===== config.mk =====
export PLATFORM = sky130hd
export DESIGN_NAME = icm_builder
export DESIGN_NICKNAME = d
export VERILOG_FILES = /design/src/rtl/core/icm_pkg.sv /design/src/rtl/core/icm_builder.sv
export VERILOG_INCLUDE_DIRS = /design/src /design/src/rtl/core
export SDC_FILE = /design/constraint.sdc
export NUM_CORES = 2
export LEC_CHECK = 0
export BUFFER_PORTS_ARGS = -buffer_cell sky130_fd_sc_hd__buf_2
export CORE_MARGIN = 4
export CORE_UTILIZATION = 50
export DETAILED_ROUTE_END_ITERATION = 12
export PLACE_DENSITY_LB_ADDON = 0.15
export SETUP_SLACK_MARGIN = 0.1
export SLEW_MARGIN = 40
export SYNTH_ARGS = -nofsm -noshare
export SYNTH_HDL_FRONTEND = slang
export SYNTH_SLANG_ARGS = --single-unit
export TNS_END_PERCENT = 50

===== constraint.sdc =====
create_clock -name clk -period 8.6 [get_ports clk]
set_input_delay 1.72 -clock clk [delete_from_list [all_inputs] [get_ports clk]]
set_output_delay 1.72 -clock clk [all_outputs]
set_load 0.05 [all_outputs]

===== src/rtl/core/intensity_to_rgba_colormap_top_defines.svh =====
// ----------------------------------------------------------------------------
// Assertion macros for the intensity-to-RGBA colormap
// Assertions are compiled in simulation and drop out of synthesis.
// ----------------------------------------------------------------------------
`ifndef INTENSITY_TO_RGBA_COLORMAP_TOP_DEFINES_SVH
`define INTENSITY_TO_RGBA_COLORMAP_TOP_DEFINES_SVH
`ifndef SYNTHESIS
// Same-cycle implication.
`define ICM_ASSERT_IMPL(lbl, clk, rst_n, ante, cons) \
	lbl: assert property (@(posedge clk) disable iff (!rst_n) (ante) |-> (cons)) \
		else $error("icm assertion failed");
// Next-cycle implication.
`define ICM_ASSERT_NEXT(lbl, clk, rst_n, ante, cons) \
	lbl: assert property (@(posedge clk) disable iff (!rst_n) (ante) |=> (cons)) \
		else $error("icm assertion failed");
`else
`define ICM_ASSERT_IMPL(lbl, clk, rst_n, ante, cons)
`define ICM_ASSERT_NEXT(lbl, clk, rst_n, ante, cons)
`endif
`endif


===== src/rtl/core/icm_pkg.sv =====
// ----------------------------------------------------------------------------
// icm_pkg
// Shared types and constants of the intensity-to-RGBA colormap.
// ----------------------------------------------------------------------------
package icm_pkg;

	localparam int LEVEL_W   = 8;
	localparam int CFG_IDX_W = 8;
	localparam int CFG_W     = 16;
	localparam int COLOR_W   = 32;

	localparam logic [CFG_IDX_W-1:0] REG_LOW_THRESHOLD = 8'd0;
	localparam logic [CFG_IDX_W-1:0] REG_BASE_LUMA     = 8'd1;
	localparam logic [CFG_IDX_W-1:0] REG_HUE           = 8'd2;
	localparam logic [CFG_IDX_W-1:0] REG_SATURATION    = 8'd3;

	// 1.0 at 16, 32 and 48 bits of scale (65535^k)
	localparam logic [15:0] ONE16  = 16'hFFFF;
	localparam logic [31:0] ONE32  = 32'hFFFE_0001;
	localparam logic [47:0] ONE48  = 48'hFFFD_0002_FFFF;
	localparam logic [47:0] HALF48 = ONE48 >> 1;

	typedef struct packed {
		logic [CFG_W-1:0] low_threshold;
		logic [CFG_W-1:0] base_luma;
		logic [CFG_W-1:0] hue;
		logic [CFG_W-1:0] saturation;
	} cfg_t;

	typedef struct packed {
		logic               en;
		logic [LEVEL_W-1:0] addr;
		logic [COLOR_W-1:0] data;
	} lut_wr_t;

	typedef enum logic [3:0] {
		BS_IDLE,
		BS_SETUP_D,
		BS_SETUP_T,
		BS_LEVEL,
		BS_NUM,
		BS_LDIV,
		BS_X,
		BS_MUL,
		BS_CINIT,
		BS_CDIV,
		BS_WRITE
	} bld_state_t;

	typedef enum logic [1:0] {
		CH_V,
		CH_P,
		CH_Q,
		CH_T
	} chan_t;

endpackage


===== src/rtl/core/icm_builder.sv =====
// ----------------------------------------------------------------------------
// icm_builder
// Sequencer that computes the color of every level and writes it to the table.
// ----------------------------------------------------------------------------
`include "intensity_to_rgba_colormap_top_defines.svh"

module icm_builder #(
	parameter int MAX_LEVEL = 255
) (
	input  logic             clk,
	input  logic             arst_n,
	input  icm_pkg::cfg_t    cfg,
	input  logic             restart,
	output logic             busy,
	output icm_pkg::lut_wr_t wr
);

	localparam logic [15:0] M16 = 16'(MAX_LEVEL);

	icm_pkg::bld_state_t state_q, state_d;
	icm_pkg::chan_t      k_q;

	logic [icm_pkg::LEVEL_W-1:0] idx_q;
	logic [3:0]  cnt_q;
	logic [31:0] d_q, thr_q, n_q, rem_q, x_q;
	logic        cut_q;
	logic [15:0] lo_q;
	logic [55:0] mp_q;
	logic [55:0] cnum_q;
	logic [7:0]  ch_q [4];

	// hue sector and fraction
	logic [18:0] h6;
	logic [2:0]  sec_raw, sector;
	logic [16:0] fr_raw;
	logic [15:0] fr;
	always_comb begin
		h6     = {1'b0, cfg.hue, 2'b00} + {2'b00, cfg.hue, 1'b0};
		fr_raw = {1'b0, h6[15:0]} + 17'(h6[18:16]);
		if (fr_raw >= 17'(icm_pkg::ONE16)) begin
			sec_raw = h6[18:16] + 3'd1;
			fr      = 16'(fr_raw - 17'(icm_pkg::ONE16));
		end else begin
			sec_raw = h6[18:16];
			fr      = fr_raw[15:0];
		end
		sector = (sec_raw >= 3'd6) ? 3'd0 : sec_raw;
	end

	logic [15:0] lev_c;
	assign lev_c = ({8'd0, idx_q} > M16) ? M16 : {8'd0, idx_q};

	// level-side datapath
	logic [31:0] dn;
	logic [47:0] lnum;
	logic [32:0] lt_sh;
	logic        lge;
	always_comb begin
		dn    = d_q - n_q;
		lnum  = {dn, 16'h0000} - {16'h0000, dn} + {17'd0, d_q[31:1]};
		lt_sh = {rem_q, lo_q[15]};
		lge   = lt_sh >= {1'b0, d_q};
	end

	// channel-side datapath
	logic [15:0] mb;
	logic [31:0] sprod, xval;
	logic [15:0] nsat;
	logic [23:0] lum255;
	logic [55:0] cnum;
	logic [7:0]  cest;
	logic [8:0]  cest1;
	logic [9:0]  cest3;
	logic [57:0] cbound;
	logic        cge;
	always_comb begin
		nsat   = icm_pkg::ONE16 - cfg.saturation;
		mb     = (k_q == icm_pkg::CH_Q) ? fr : (icm_pkg::ONE16 - fr);
		sprod  = 32'(mb) * 32'(cfg.saturation);
		unique case (k_q)
			icm_pkg::CH_V: xval = icm_pkg::ONE32;
			icm_pkg::CH_P: xval = {nsat, 16'h0000} - {16'h0000, nsat};
			icm_pkg::CH_Q: xval = icm_pkg::ONE32 - sprod;
			icm_pkg::CH_T: xval = icm_pkg::ONE32 - sprod;
			default:       xval = icm_pkg::ONE32;
		endcase
		lum255 = {lo_q, 8'h00} - {8'h00, lo_q};
		cnum   = mp_q + {8'h00, icm_pkg::HALF48};
		// Divide by 65535^3: the top byte is the quotient or one below it,
		// so compare against (top byte + 1) * 65535^3 and bump on a hit.
		cest   = cnum_q[55:48];
		cest1  = {1'b0, cest} + 9'd1;
		cest3  = {cest1, 1'b0} + {1'b0, cest1};
		cbound = {1'b0, cest1, 48'h0} - {16'h0, cest3, 32'h0}
			+ {32'h0, cest3, 16'h0} - {49'h0, cest1};
		cge    = {2'b00, cnum_q} >= cbound;
	end

	// next state
	always_comb begin
		state_d = state_q;
		priority if (restart) begin
			state_d = icm_pkg::BS_SETUP_D;
		end else begin
			unique case (state_q)
				icm_pkg::BS_IDLE:    state_d = icm_pkg::BS_IDLE;
				icm_pkg::BS_SETUP_D: state_d = icm_pkg::BS_SETUP_T;
				icm_pkg::BS_SETUP_T: state_d = icm_pkg::BS_LEVEL;
				icm_pkg::BS_LEVEL:   state_d = icm_pkg::BS_NUM;
				icm_pkg::BS_NUM:     state_d = cut_q ? icm_pkg::BS_WRITE : icm_pkg::BS_LDIV;
				icm_pkg::BS_LDIV:    if (cnt_q == 4'd0) state_d = icm_pkg::BS_X;
				icm_pkg::BS_X:       state_d = icm_pkg::BS_MUL;
				icm_pkg::BS_MUL:     state_d = icm_pkg::BS_CINIT;
				icm_pkg::BS_CINIT:   state_d = icm_pkg::BS_CDIV;
				icm_pkg::BS_CDIV: begin
					state_d = (k_q == icm_pkg::CH_T) ? icm_pkg::BS_WRITE : icm_pkg::BS_X;
				end
				icm_pkg::BS_WRITE: begin
					state_d = (idx_q == '1) ? icm_pkg::BS_IDLE : icm_pkg::BS_LEVEL;
				end
				default: state_d = icm_pkg::BS_IDLE;
			endcase
		end
	end

	// outputs
	logic [7:0] r, g, b;
	always_comb begin
		unique case (sector)
			3'd0:    begin r = ch_q[icm_pkg::CH_V]; g = ch_q[icm_pkg::CH_T]; b = ch_q[icm_pkg::CH_P]; end
			3'd1:    begin r = ch_q[icm_pkg::CH_Q]; g = ch_q[icm_pkg::CH_V]; b = ch_q[icm_pkg::CH_P]; end
			3'd2:    begin r = ch_q[icm_pkg::CH_P]; g = ch_q[icm_pkg::CH_V]; b = ch_q[icm_pkg::CH_T]; end
			3'd3:    begin r = ch_q[icm_pkg::CH_P]; g = ch_q[icm_pkg::CH_Q]; b = ch_q[icm_pkg::CH_V]; end
			3'd4:    begin r = ch_q[icm_pkg::CH_T]; g = ch_q[icm_pkg::CH_P]; b = ch_q[icm_pkg::CH_V]; end
			default: begin r = ch_q[icm_pkg::CH_V]; g = ch_q[icm_pkg::CH_P]; b = ch_q[icm_pkg::CH_Q]; end
		endcase
		busy    = state_q != icm_pkg::BS_IDLE;
		wr.en   = state_q == icm_pkg::BS_WRITE;
		wr.addr = idx_q;
		wr.data = cut_q ? '0 : {8'hFF, b, g, r};
	end

	// control registers
	always_ff @(posedge clk or negedge arst_n) begin
		if (!arst_n) begin
			state_q <= icm_pkg::BS_SETUP_D;
			idx_q   <= '0;
			cnt_q   <= '0;
			k_q     <= icm_pkg::CH_V;
		end else begin
			state_q <= state_d;
			unique case (state_q)
				icm_pkg::BS_SETUP_D: idx_q <= '0;
				icm_pkg::BS_NUM: begin
					cnt_q <= 4'd15;
					k_q   <= icm_pkg::CH_V;
				end
				icm_pkg::BS_LDIV:  cnt_q <= cnt_q - 4'd1;
				icm_pkg::BS_CDIV: begin
					if (k_q != icm_pkg::CH_T) begin
						k_q <= icm_pkg::chan_t'(k_q + 2'd1);
					end
				end
				icm_pkg::BS_WRITE: idx_q <= idx_q + 1'b1;
				default: ;
			endcase
		end
	end

	// datapath registers
	always_ff @(posedge clk) begin
		unique case (state_q)
			icm_pkg::BS_SETUP_D: begin
				d_q <= 32'(M16) * 32'(icm_pkg::ONE16 - cfg.low_threshold);
			end
			icm_pkg::BS_SETUP_T: thr_q <= 32'(M16) * 32'(cfg.low_threshold);
			icm_pkg::BS_LEVEL: begin
				n_q   <= 32'(icm_pkg::ONE16 - cfg.base_luma) * 32'(M16 - lev_c);
				cut_q <= ({lev_c, 16'h0000} - {16'h0000, lev_c}) <= thr_q;
			end
			icm_pkg::BS_NUM: begin
				rem_q <= lnum[47:16];
				lo_q  <= lnum[15:0];
			end
			icm_pkg::BS_LDIV: begin
				rem_q <= lge ? 32'(lt_sh - {1'b0, d_q}) : lt_sh[31:0];
				lo_q  <= {lo_q[14:0], lge};
			end
			icm_pkg::BS_X:     x_q    <= xval;
			icm_pkg::BS_MUL:   mp_q   <= 56'(lum255) * 56'(x_q);
			icm_pkg::BS_CINIT: cnum_q <= cnum;
			icm_pkg::BS_CDIV:  ch_q[k_q] <= cest + {7'd0, cge};
			default: ;
		endcase
	end

	`ICM_ASSERT_NEXT(a_restart_setup, clk, arst_n, restart, state_q == icm_pkg::BS_SETUP_D)

endmodule


Word-level counts from Yosys, hierarchy flattened
Memories as Yosys holds them, arrays and structs flattened.
Index checks and enable logic that the tools add are counted.
{"block": "classes", "add_sub_neg": 27, "n_mul": 5, "n_lt_le_gt_ge": 5, "eq_ne": 21, "mux": 24, "n_reduce_logical": 13}
{"operator": "32-bit one-hot mux with 3 select lines", "n": 1}
{"operator": "8-bit one-hot mux with 3 select lines", "n": 3}
{"operator": "32-bit 2-to-1 mux", "n": 2}
{"operator": "32-bit one-hot mux with 2 select lines", "n": 1}
{"operator": "32-bit subtractor", "n": 2}
{"operator": "58-bit by 26-bit adder with 58-bit output", "n": 1}
{"operator": "56-bit by 58-bit >= comparator with 1-bit output", "n": 1}
{"operator": "57-bit by 42-bit subtractor with 58-bit output", "n": 1}
{"operator": "58-bit by 9-bit subtractor with 58-bit output", "n": 1}
{"operator": "56-bit by 47-bit adder with 56-bit output (second input constant)", "n": 1}
{"operator": "24-bit by 32-bit multiplier with 56-bit output", "n": 1}
{"operator": "48-bit by 31-bit adder with 48-bit output", "n": 1}
{"operator": "48-bit by 32-bit subtractor with 48-bit output", "n": 1}
{"operator": "4-bit one-hot mux with 10 select lines", "n": 1}
{"operator": "16-bit by 16-bit subtractor with 17-bit output (first input constant)", "n": 2}
{"operator": "33-bit by 32-bit >= comparator with 1-bit output", "n": 1}
{"operator": "32-bit by 24-bit <= comparator with 1-bit output", "n": 1}
{"operator": "16-bit by 16-bit multiplier with 32-bit output", "n": 1}
{"operator": "16-bit 2-to-1 mux", "n": 2}
{"operator": "16-bit one-hot mux with 2 select lines", "n": 1}
{"operator": "16-bit subtractor (first input constant)", "n": 2}
{"operator": "32-bit by 16-bit subtractor with 32-bit output", "n": 1}
{"operator": "32-bit subtractor (first input constant)", "n": 1}
{"operator": "17-bit by 9-bit multiplier with 26-bit output", "n": 1}
{"operator": "other kinds (43)", "n": 64}
{"block": "word_totals", "ff_bits": 299, "mem_bits_rw": 32, "in_bits": 67, "output_inout_bits": 42, "word_cells": 109, "mem_count": 1}
{"name": "ch_q", "words": 4, "word_bits": 8, "rd": 4, "rd_ports_with_merged_regs": 0, "wr": 1, "line_no": "icm_builder.sv:30", "text": "logic [7:0] ch_q [4];"}

Longest topological paths before layout
{"block": "depth", "depth_word": 10, "ltp_mapped": 52, "mapped_depth_nobuf": 50}

Worst setup path after synthesis
OpenSTA, ideal clock, no wires.
{"block": "synth_path", "path_kind": "input to register", "from": "input port cfg[16] in the netlist's numbering", "to": "register x_q[24] (data pin)", "setup_time_ps": 264, "t_arrival_ps": 12564, "t_required_ps": 8336, "path_slack_ps": -4228, "cell_stages": 47, "path_buffers": 2, "cell_sequence": "ha_1 -> fa_1 -> a211oi_2 -> o21ai_1 -> nand4_1 -> a21boi_0 -> o21ai_0 -> nand2b_1 -> a21oi_1 -> inv_1 -> ha_1 -> a21o_1 -> nand3_1 -> inv_1 -> nand3_2 -> or4_4 -> o31ai_4 -> xnor2_1 -> (+11 left out) -> fa_1 -> inv_1 -> fa_1 -> fa_1 -> inv_1 -> fa_1 -> inv_1 -> ha_1 -> a21o_1 -> a21o_1 -> a21oi_1 -> o21ai_0 -> a31o_2 -> a21oi_1 -> nor2_1 -> a2111oi_0 -> or4_1 -> nand4_1"}
{"block": "synth_via", "elab_chain_len": 9, "elab_cells_between_ends": 10, "cone_classes": "add/sub (5); mul (1); order compare (1); mux (3)"}
{"item": "start, declared", "line_no": "icm_builder.sv:12", "text": "input icm_pkg::cfg_t cfg,"}
{"item": "18-bit by 17-bit adder with 19-bit output (*)", "line_no": "icm_builder.sv:38", "text": "h6 = {1'b0, cfg.hue, 2'b00} + {2'b00, cfg.hue, 1'b0};"}
{"item": "16-bit by 3-bit adder with 17-bit output (*)", "line_no": "icm_builder.sv:39", "text": "fr_raw = {1'b0, h6[15:0]} + 17'(h6[18:16]);"}
{"item": "16-bit subtractor or 17-bit by 16-bit >= comparator with 1-bit output (tied branches)", "line_no": "icm_builder.sv:42, icm_builder.sv:40"}
{"item": "16-bit 2-to-1 mux (*)", "line_no": "icm_builder.sv:40", "text": "if (fr_raw >= 17'(icm_pkg::ONE16)) begin"}
{"item": "16-bit subtractor", "line_no": "icm_builder.sv:78", "text": "mb = (k_q == icm_pkg::CH_Q) ? fr : (icm_pkg::ONE16 - fr);"}
{"item": "16-bit 2-to-1 mux (*)", "line_no": "icm_builder.sv:78"}
{"item": "16-bit by 16-bit multiplier with 32-bit output (*)", "line_no": "icm_builder.sv:79", "text": "sprod = 32'(mb) * 32'(cfg.saturation);"}
{"item": "32-bit subtractor (*)", "line_no": "icm_builder.sv:83, icm_builder.sv:84"}
{"item": "32-bit one-hot mux with 3 select lines (*)", "line_no": "icm_builder.sv:80", "text": "unique case (k_q)"}
{"item": "via xval[24]", "line_no": "icm_builder.sv:67", "text": "logic [31:0] sprod, xval;"}
{"item": "end signal, assigned", "line_no": "icm_builder.sv:189", "text": "icm_pkg::BS_X: x_q <= xval;"}
{"item": "end, declared", "line_no": "icm_builder.sv:25", "text": "logic [31:0] d_q, thr_q, n_q, rem_q, x_q;"}
The timed path passes the listed nets; every way through them passes the cells marked *.
A chain may end at the register's enable or synchronous reset.

Worst setup path in the final report
{"block": "layout_path", "from": "input port cfg[17] in the netlist's numbering", "to": "register x_q[27] (data pin)"}
Same word-level chain as after synthesis.

==> impl_results.html <==
<table>
<tr><th>Metric</th><th>Value</th></tr>
<tr><th colspan="2">Logic synthesis</th></tr>
<tr><td>Cell area after synthesis</td><td>between 60000 and 70000 um2</td></tr>
<tr><td>Primary flip-flop cell chosen by synthesis mapping</td><td>sky130_fd_sc_hd__edfxtp_1</td></tr>
<tr><td>Synth top area share</td><td>about a third</td></tr>
<tr><td>Cells after synthesis</td><td>between 7000 and 8000</td></tr>
<tr><td>Average cell area after synthesis</td><td>between 9 and 10 um2</td></tr>
<tr><td>Cell with the most instances after synthesis</td><td>sky130_fd_sc_hd__inv_1</td></tr>
<tr><td>Number of synthesized register bits</td><td>about 320</td></tr>
<tr><td>Count of warnings emitted by yosys</td><td>0</td></tr>
<tr><td>Ranking of synthesized cells by area</td><td>sky130_fd_sc_hd__fa_1, sky130_fd_sc_hd__ha_1, sky130_fd_sc_hd__edfxtp_1</td></tr>
<tr><td>Post-synthesis cell type count</td><td>91</td></tr>
<tr><td>Top cell types by occurrence after synthesis</td><td>sky130_fd_sc_hd__inv_1, sky130_fd_sc_hd__fa_1, sky130_fd_sc_hd__nand2_1, sky130_fd_sc_hd__ha_1, sky130_fd_sc_hd__nor2_1</td></tr>
<tr><td>Number of synthesized flops with an enable pin</td><td>301</td></tr>
<tr><td>Syn Nets</td><td>around 9400</td></tr>
<tr><td>Sequential cell area fraction in the yosys report</td><td>~14%</td></tr>
<tr><td>Async set-or-reset flop fraction in the synthesized netlist</td><td>5.643%</td></tr>
<tr><td>Cell accounting for the most synthesized area</td><td>sky130_fd_sc_hd__fa_1</td></tr>
<tr><th colspan="2">Placed design</th></tr>
<tr><td>Worst slack at placement</td><td>-3645 ps</td></tr>
<tr><td>Dpl hpwl</td><td>between 150000 and 200000 um</td></tr>
<tr><td>Placer Congestion</td><td>0.9248</td></tr>
<tr><td>IO Port Bufs</td><td>108</td></tr>
<tr><th colspan="2">Worst setup path</th></tr>
<tr><td>Start of the worst register-to-register path</td><td>lo_q[0]$_DFFE_PP_</td></tr>
<tr><td>Arrival time of the worst setup path</td><td>between 10000 and 15000 ps</td></tr>
<tr><td>Crit start category</td><td>primary input</td></tr>
<tr><td>Top fanout value on the critical path</td><td>5</td></tr>
<tr><td>Endpoint of the lowest-slack register-to-register path</td><td>mp_q[55]$_DFFE_PP_</td></tr>
<tr><td>Critical path class</td><td>primary input to flip-flop</td></tr>
<tr><td>Slowest stage cell, crit path</td><td>sky130_fd_sc_hd__fa_2</td></tr>
<tr><td>Worst path max stage delay</td><td>560 ps</td></tr>
<tr><td>Data required time at the worst endpoint</td><td>between 8000 and 9000 ps</td></tr>
<tr><td>FF-to-FF setup slack</td><td>-1170 ps</td></tr>
<tr><td>Cell seen most often among critical-path stages</td><td>sky130_fd_sc_hd__buf_4</td></tr>
<tr><td>Crit path capture type</td><td>flip-flop</td></tr>
<tr><td>Source of the critical timing path</td><td>cfg[17]</td></tr>
<tr><td>Cell count of the worst reg-to-reg path</td><td>37</td></tr>
<tr><td>Worst Setup EP</td><td>x_q[27]$_DFFE_PP_</td></tr>
<tr><th colspan="2">Detailed routing</th></tr>
<tr><td>DRT antenna net count</td><td>0</td></tr>
<tr><td>Sum of routed wire segments on met1</td><td>80950 um</td></tr>
<tr><td>Detailed-route wire length per cell</td><td>18.95 um</td></tr>
<tr><td>Detailed Route WL</td><td>roughly 190000 um</td></tr>
<tr><td>First drt pass iteration count</td><td>5</td></tr>
<tr><td>Uppermost layer routed</td><td>met5</td></tr>
<tr><td>Initial detailed-routing violation count</td><td>3450</td></tr>
<tr><td>Met2 Routed Length</td><td>88770 um</td></tr>
<tr><td>Via count</td><td>53850</td></tr>
<tr><td>Via count normalized by instance count</td><td>5.426</td></tr>
<tr><td>Remaining routing DRC violations</td><td>0</td></tr>
<tr><td>Amount of wire on met3 after detailed routing</td><td>approximately 11000 um</td></tr>
<tr><th colspan="2">STA</th></tr>
<tr><td>Final slew viol count</td><td>0</td></tr>
<tr><td>Upper clock frequency limit</td><td>roughly 88 MHz</td></tr>
<tr><td>Setup skew after layout</td><td>just under 50 ps</td></tr>
<tr><td>Unrepaired setup endpoints after global routing</td><td>true</td></tr>
<tr><td>Slew at the pin with the worst max-slew slack</td><td>857.9 ps</td></tr>
<tr><td>Fraction of the cycle the final worst path needs</td><td>132.1%</td></tr>
<tr><td>Setup violations, final</td><td>between 70 and 80</td></tr>
<tr><td>Fin worst setup slack</td><td>-2756 ps</td></tr>
<tr><td>Worst relative slew slack</td><td>42.81%</td></tr>
<tr><td>Post-layout minimum cycle time</td><td>11360 ps</td></tr>
<tr><td>Endpoints failing hold</td><td>0</td></tr>
<tr><th colspan="2">Floorplanning</th></tr>
<tr><td>Vert. Die Dim</td><td>378.2 um</td></tr>
<tr><td>Ports placed on the boundary</td><td>between 100 and 150</td></tr>
<tr><td>Starting utilization of the core area</td><td>50.45%</td></tr>
<tr><td>Floorplan die width</td><td>378.2 um</td></tr>
<tr><td>Number of cell rows</td><td>between 100 and 150</td></tr>
<tr><td>Die footprint</td><td>approximately 140000 um2</td></tr>
<tr><td>Core area</td><td>135800 um2</td></tr>
<tr><th colspan="2">Global route</th></tr>
<tr><td>GRT Residual Overflow</td><td>0</td></tr>
<tr><td>Number of antenna violations at the first check in global routing</td><td>10</td></tr>
<tr><td>First-pass GRT wire length</td><td>approximately 300000 um</td></tr>
<tr><td>Largest net degree at the start of global routing</td><td>78</td></tr>
<tr><td>Via count of the first global-routing pass</td><td>around 57000</td></tr>
<tr><td>Overall global routing resource usage</td><td>26.61%</td></tr>
<tr><th colspan="2">Job</th></tr>
<tr><td>Number of maximum-capacitance constraint violations</td><td>0</td></tr>
<tr><th colspan="2">Final layout</th></tr>
<tr><td>Final net count</td><td>10030</td></tr>
<tr><td>Share of post-route cells with drive strength above 1</td><td>17.50%</td></tr>
<tr><td>Area growth from synthesis to layout</td><td>17.20%</td></tr>
<tr><td>Final core utilization</td><td>between 50% and 60%</td></tr>
<tr><th colspan="2">CTS</th></tr>
<tr><td>Number of buffers inserted during clock tree synthesis</td><td>42</td></tr>
<tr><td>Clock slew at the register clock pins of the worst setup and hold paths</td><td>50 ps</td></tr>
<tr><td>TritonCTS clock tree</td><td>built</td></tr>
<tr><td>Number of H-tree levels</td><td>2</td></tr>
<tr><td>Clock Tree Root</td><td>sky130_fd_sc_hd__clkbuf_16</td></tr>
<tr><td>Clock network latency to the later pin of the worst-skew pair</td><td>650 ps</td></tr>
<tr><td>Max Buffers Root-to-Sink</td><td>3</td></tr>
<tr><td>Clock sink count</td><td>319</td></tr>
<tr><td>Post-CTS Hold Fix Bufs</td><td>0</td></tr>
<tr><th colspan="2">Status</th></tr>
<tr><td>Violations in the final reports</td><td>negative setup slack</td></tr>
<tr><td>Result of the run</td><td>finished, violations left</td></tr>
<tr><th colspan="2">Min path</th></tr>
<tr><td>Hold/Removal Path Class</td><td>flip-flop to flip-flop</td></tr>
</table>
-- cell type report --
cell class | instances | area (um2)
inverters | 1479 | 5554
clock buffers | 60 | 1159
diodes | 5 | 12.51
fillers | 11920 | 55510
multi-input cells | 5443 | 54970
flip-flops and latches | 319 | 9490
clock inverters | 17 | 168.9
repair buffers | 819 | 6711
well taps | 1781 | 2228
-- how the worst min path moves through the flow --
stage	from	end	slack [ps]	depth (start not counted)
after detailed placement	cnt_q[3]$_DFFE_PN0P_	cnt_q[3]$_DFFE_PN0P_	490	1
after global routing	cnt_q[3]$_DFFE_PN0P_	cnt_q[3]$_DFFE_PN0P_	560	1
after floorplan	cnt_q[3]$_DFFE_PN0P_	cnt_q[3]$_DFFE_PN0P_	460	1
after CTS	cnt_q[3]$_DFFE_PN0P_	cnt_q[3]$_DFFE_PN0P_	500	1
final	cnt_q[3]$_DFFE_PN0P_	cnt_q[3]$_DFFE_PN0P_	500	1
after global placement	cnt_q[3]$_DFFE_PN0P_	cnt_q[3]$_DFFE_PN0P_	480	1
-- stage by stage --
step                      area (um2)  std cells  hold WS, ps  setup TNS, ps
final                          80290       9923        497.7         -80420
after global routing           80290       9923        557.4        -105350
after CTS                      78810       9866        501.5         -77730
after detailed placement       75740       9720        493.5        -122180
after global placement         75740       9720        476.2        -113040
after floorplan                69290       7513        457.4         -72430
-- what timing repair did --
action | CTS | global route
pin swaps | 126 | 221
resized for setup | 242 | 233
buffers inserted | 66 | 62
gates cloned | 5 | 1
endpoints found under the setup margin | 86 | 107
-- metal layers --
metal / vias to the layer above / track usage [%]
met3: 377 / 3.722
met4: 6 / 8.576
met2: 1474 / 44.37
met5: - / 0
li1: 24990 / -
met1: 27000 / 35.97
-- registers in the layout, indices dropped and copies added, names as in the netlist, 2 cells and up --
| register | count |
|---|---|
| ch_q | 32 |
| idx_q | 8 |
| x_q | 32 |
| cnt_q | 4 |
| lo_q | 16 |
| state_q | 4 |
| cnum_q | 56 |
| n_q | 26 |
| d_q | 26 |
| k_q | 2 |
| mp_q | 56 |
| thr_q | 24 |
| rem_q | 32 |
-- worst max-delay path, delay by kind of cell --
family | cells | cell delay [ps]
AND/OR/NAND/NOR | 12 | 1980
adder cells (fa/ha/maj) | 8 | 3440
AO/OA/AOI/OAI | 9 | 1670
XOR/XNOR | 3 | 440
buffers and inverters | 20 | 2420
-- layout by cell type, fill, tap and decap left out, types with 86 or more instances in the layout --
cell / Yosys / final
sky130_fd_sc_hd__and2_1: 318 / 314
sky130_fd_sc_hd__ha_1: 751 / 699
sky130_fd_sc_hd__edfxtp_1: 301 / 301
sky130_fd_sc_hd__o21ai_0: 183 / 162
sky130_fd_sc_hd__buf_6: 2 / 86
sky130_fd_sc_hd__xnor2_1: 256 / 213
sky130_fd_sc_hd__nor2_1: 368 / 342
sky130_fd_sc_hd__nor2b_1: 151 / 137
sky130_fd_sc_hd__a21oi_1: 289 / 247
sky130_fd_sc_hd__xor2_1: 139 / 131
sky130_fd_sc_hd__nand3_1: 97 / 86
sky130_fd_sc_hd__fa_1: 1104 / 1060
sky130_fd_sc_hd__buf_4: 9 / 613
sky130_fd_sc_hd__nand2_1: 830 / 792
sky130_fd_sc_hd__inv_1: 1479 / 1422
sky130_fd_sc_hd__buf_2: 13 / 86
sky130_fd_sc_hd__a21o_1: 141 / 141
-- cells by family after synthesis --
family	after synthesis	synth area share (%)
AO/OA/AOI/OAI	1003	9.597
flip-flops	319	13.85
adder cells (fa/ha/maj)	1855	45.97
AND/OR/NAND/NOR	2158	15.26
buffers and inverters	1751	9.705
XOR/XNOR	403	5.240
multiplexers	24	0.3671
Power is not shown: default switching activity piles up to over one toggle a cycle in this logic, so the estimate is an artifact.
